[src/emst_pkg.sv]
// shared types and constants of the euclidean mst length block
// no dependencies; imported by the controller, the datapath and the top level
package emst_pkg;

   localparam logic [30:0] LEN_MAX = 31'h7FFF_FFFF;

   typedef enum logic [12:0] {
      S_LOAD  = 13'b0000000000001,
      S_START = 13'b0000000000010,
      S_UREAD = 13'b0000000000100,
      S_ULAT  = 13'b0000000001000,
      S_VREAD = 13'b0000000010000,
      S_VCHK  = 13'b0000000100000,
      S_MUL   = 13'b0000001000000,
      S_UPD   = 13'b0000010000000,
      S_VNEXT = 13'b0000100000000,
      S_MARK  = 13'b0001000000000,
      S_SQRT  = 13'b0010000000000,
      S_ACC   = 13'b0100000000000,
      S_FIN   = 13'b1000000000000
   } state_type;

   typedef struct packed {
      logic capture;
      logic start;
      logic uread;
      logic ulatch;
      logic vread;
      logic vcheck;
      logic mul_step;
      logic upd;
      logic vnext;
      logic mark;
      logic sqrt_step;
      logic acc;
      logic emit;
   } cmd_type;

   typedef struct packed {
      logic single;
      logic skip;
      logic mul_done;
      logic scan_end;
      logic sqrt_done;
      logic all_added;
      logic rsp_busy;
   } status_type;

endpackage

[src/emst_ctrl.sv]
// sequencer for point loading and the prim scan over the stored points
// depends on emst_pkg for the state, command and status types
module emst_ctrl (
   input  logic                clock,
   input  logic                reset,
   input  logic                in_valid,
   input  logic                in_last,
   output logic                in_ready,
   output emst_pkg::cmd_type    cmd,
   input  emst_pkg::status_type stat
);
   import emst_pkg::*;

   state_type state_ff, state_in;

   always_comb begin
      state_in = state_ff;
      cmd      = '0;
      in_ready = 1'b0;
      unique case (state_ff)
         S_LOAD: begin
            in_ready    = 1'b1;
            cmd.capture = in_valid;
            if (in_valid && in_last) state_in = S_START;
         end
         S_START: begin
            cmd.start = 1'b1;
            state_in  = stat.single ? S_FIN : S_UREAD;
         end
         S_UREAD: begin
            cmd.uread = 1'b1;
            state_in  = S_ULAT;
         end
         S_ULAT: begin
            cmd.ulatch = 1'b1;
            state_in   = S_VREAD;
         end
         S_VREAD: begin
            cmd.vread = 1'b1;
            state_in  = S_VCHK;
         end
         S_VCHK: begin
            cmd.vcheck = 1'b1;
            state_in   = stat.skip ? S_VNEXT : S_MUL;
         end
         S_MUL: begin
            cmd.mul_step = 1'b1;
            if (stat.mul_done) state_in = S_UPD;
         end
         S_UPD: begin
            cmd.upd  = 1'b1;
            state_in = S_VNEXT;
         end
         S_VNEXT: begin
            cmd.vnext = 1'b1;
            state_in  = stat.scan_end ? S_MARK : S_VREAD;
         end
         S_MARK: begin
            cmd.mark = 1'b1;
            state_in = S_SQRT;
         end
         S_SQRT: begin
            cmd.sqrt_step = 1'b1;
            if (stat.sqrt_done) state_in = S_ACC;
         end
         S_ACC: begin
            cmd.acc  = 1'b1;
            state_in = stat.all_added ? S_FIN : S_UREAD;
         end
         S_FIN: begin
            if (!stat.rsp_busy) begin
               cmd.emit = 1'b1;
               state_in = S_LOAD;
            end
         end
         default: state_in = S_LOAD;
      endcase
   end

   always_ff @(posedge clock) begin
      if (reset) state_ff <= S_LOAD;
      else       state_ff <= state_in;
   end

endmodule

[config.mk]
export PLATFORM = sky130hd
export DESIGN_NAME = emst_ctrl
export DESIGN_NICKNAME = d
export VERILOG_FILES = /design/src/emst_pkg.sv /design/src/emst_ctrl.sv
export SDC_FILE = /design/constraint.sdc
export NUM_CORES = 1
export LEC_CHECK = 0
export ABC_CLOCK_PERIOD_IN_PS = 2700
export BUFFER_PORTS_ARGS = -buffer_cell sky130_fd_sc_hd__buf_2
export CAP_MARGIN = 20
export CORE_MARGIN = 2
export CORE_UTILIZATION = 26
export CTS_CLUSTER_DIAMETER = 30
export DETAILED_ROUTE_END_ITERATION = 6
export RECOVER_POWER = 100
export SLEW_MARGIN = 30
export SYNTH_ARGS = -nofsm -noshare
export SYNTH_HDL_FRONTEND = slang
export SYNTH_SLANG_ARGS = --single-unit
[constraint.sdc]
create_clock -name clock -period 2.7 [get_ports clock]
set_input_delay 0.405 -clock clock [delete_from_list [all_inputs] [get_ports clock]]
set_output_delay 0.405 -clock clock [all_outputs]
set_load 0.05 [all_outputs]
==> run metrics <==
Synth top area share 28.81%; Seq/Total Area, Yosys 28.81%; status completed; commonest non-fill, non-tap cell in the layout nor2_1; Yosys Warn Count 0; Layout area overhead 17.45%; cell accounting for the most synthesized area dfxtp_1; Port-buffer cells 24; total power per unit cell area about 510 mW/mm^2; clock sink total 13; critical path's top delay family simple AND/OR/NAND/NOR gates; Slew Viols, Final 0; Root Driver clkbuf_4; row count 21; Initial DRC Count 27; die width between 60 and 70 um; Crit path largest cell delay 0.51 ns; Leakage Power 0.4391 nW; Setup WS pre-CTS 0.4849 ns; ratio of cells with drive above 1 in the final layout 27.61%; routed len/inst between 10 and 15 um; Skew-Pair Late Insertion Delay between 0.2 and 0.3 ns; relative slew slack 36.59%; die extent in y about 63 um; Worst-path clk slew 0.08 ns; first-pass GRT wire length 3.691 mm; hold crit path type in -> reg; Clock H-tree levels 1; Post-DP HPWL 1.777 mm; final net count about 150; remaining routing DRC violations 0; RSZ-0062 raised after global routing no; Clock Path Buffers 2; top flop regs state_ff: 13 flops; crit path kind reg -> out; Worst path depth 5; diodes inserted 0; CTS hold repair buffers 0; WP buf/inv 2; Largest register FFs 13; syn nets 121; Setup crit end kind primary output; Critical Path Start Type register; Avg Cell Area, Syn 8.212 um^2; final hold violations 0; cell depth of the worst flop-to-flop path 5; Max rail drop VDD 0.3254 mV; gr usage total between 10% and 20%; boundary pin count 25; min Tclk post-route 2.555 ns; worst slew pin tran ~0.94 ns; post-route ant nets 0; Starting Density 27.07%; largest net degree at the start of global routing 11; # resized after CTS 0; initial antenna violation count 0; CP max FO 8; Worst Path Arrival ~2.2 ns; die area 0.003962 mm^2; Hold Crit Depth 2; synthesized cell area 903.4 um^2; TritonCTS clock tree yes; GPL Wtd Cong about 0.84; Tcrit/Tclk final between 90% and 100%; Final Skew 0.001349 ns; Max Cap Violations 0; final instance area 0.001061 mm^2; clock buffer count from CTS 3; worst setup margin 0.1446 ns; setup bufs post-CTS 0; largest cells by area after synthesis dfxtp_1, nor2_1, nand2b_1; vias in the first global route between 700 and 800; CP required 2.30 ns; most frequent cells in the layout nor2_1, dfxtp_1, buf_2; area post-placement 0.001056 mm^2; core area 0.003337 mm^2; Mapped Cells 110; vias per inst 4.978; Biggest register state_ff; fmax 391.3 MHz; Final setup viols 0; setup_tns 0 ns; slowest stage cell on the critical path or3b_2; register bit total from synthesis 13; number of unique standard cell types used by synthesis 41; vias 896; GR Overflow Total 0; critical-path cell list nor4_4, nand3_1, or3b_2, inv_1, clkbuf_2; DRT Pass-1 Iters 4; drt total wl 2.281 mm
[Yosys cell counts (all sizes together)]
| cell type | number |
|---|---|
| nand3 | 5 |
| nor3b | 1 |
| o21ai | 5 |
| nand2b | 6 |
| clkbuf | 1 |
| o2111ai | 2 |
| or3b | 2 |
| nor4bb | 1 |
| buf | 3 |
| nor2 | 18 |
| a22oi | 2 |
| and3 | 2 |
| nor3 | 5 |
| and3b | 1 |
| o311ai | 1 |
| and4b | 2 |
| o31a | 1 |
| o41ai | 2 |
| xnor2 | 1 |
| dfxtp | 13 |
| a21oi | 6 |
| or2 | 2 |
| nor4 | 4 |
| or3 | 1 |
| nand4 | 3 |
| nor4b | 3 |
| inv | 9 |
| o21ba | 2 |
| xor2 | 2 |
| nand2 | 4 |
[final timing paths]
check | start | end | slack (ns)
worst min-delay path | reset | state_ff[12]$_SDFFE_PP0P_ | 0.37
worst max-delay path | state_ff[2]$_SDFFE_PP0P_ | cmd[3] | 0.14
worst max register to register | state_ff[10]$_SDFFE_PP0P_ | state_ff[8]$_SDFFE_PP0P_ | 0.52
worst min register to register | state_ff[4]$_SDFFE_PP0P_ | state_ff[5]$_SDFFE_PP0P_ | 0.60
[per-stage QoR]
step                      std cells  total power [W]  hold slack, ns  util, %
after floorplan                 110        0.0003761          0.4741        -
final                           180        0.0005448          0.3711    31.80
after detailed placement        176        0.0004284          0.5710    31.65
after global placement          176        0.0004280          0.5814    31.65
after CTS                       180        0.0005513          0.3683    32.43
after global routing            180        0.0005710          0.3836    31.80
[worst register-to-register path: cells and delay by family (launching register included)]
family          cells  cell delay [ns]
compound gates      3             1.02
flops               1             0.54
simple gates        2             0.48
[final cells by class]
| class | instances | area (um^2) |
|---|---|---|
| inverters | 9 | 33.78 |
| clock buffers | 4 | 26.28 |
| repair buffers | 24 | 116.4 |
| multi-input cells | 84 | 566.8 |
| fillers | 385 | 2276 |
| flip-flops and latches | 13 | 260.3 |
| well taps | 46 | 57.56 |
[per-layer routing]
layer  share of wire [%]  vias up  GRT usage, %
met2                  47       21         18.48
met5                   0        -             0
met3                 3.0        5         1.261
met4                 1.9        0         5.833
met1                  48      424         15.97
li1                    -      446             -
[power by group]
group	switching, W	leakage (nW)	internal, W
clock	0.0000682	0.0150	0.0000574
sequential	0.0000168	0.105	0.000201
combinational	0.000137	0.319	0.0000647
total	0.000222	0.439	0.000323
[cell families after synthesis]
group | share of synthesized area, %
XOR/XNOR | 2.909
flip-flops | 28.81
buffers and inverters | 7.201
AO/OA/AOI/OAI | 17.87
AND/OR/NAND/NOR | 43.21
Note: power is estimated with default switching activity, not from simulation.
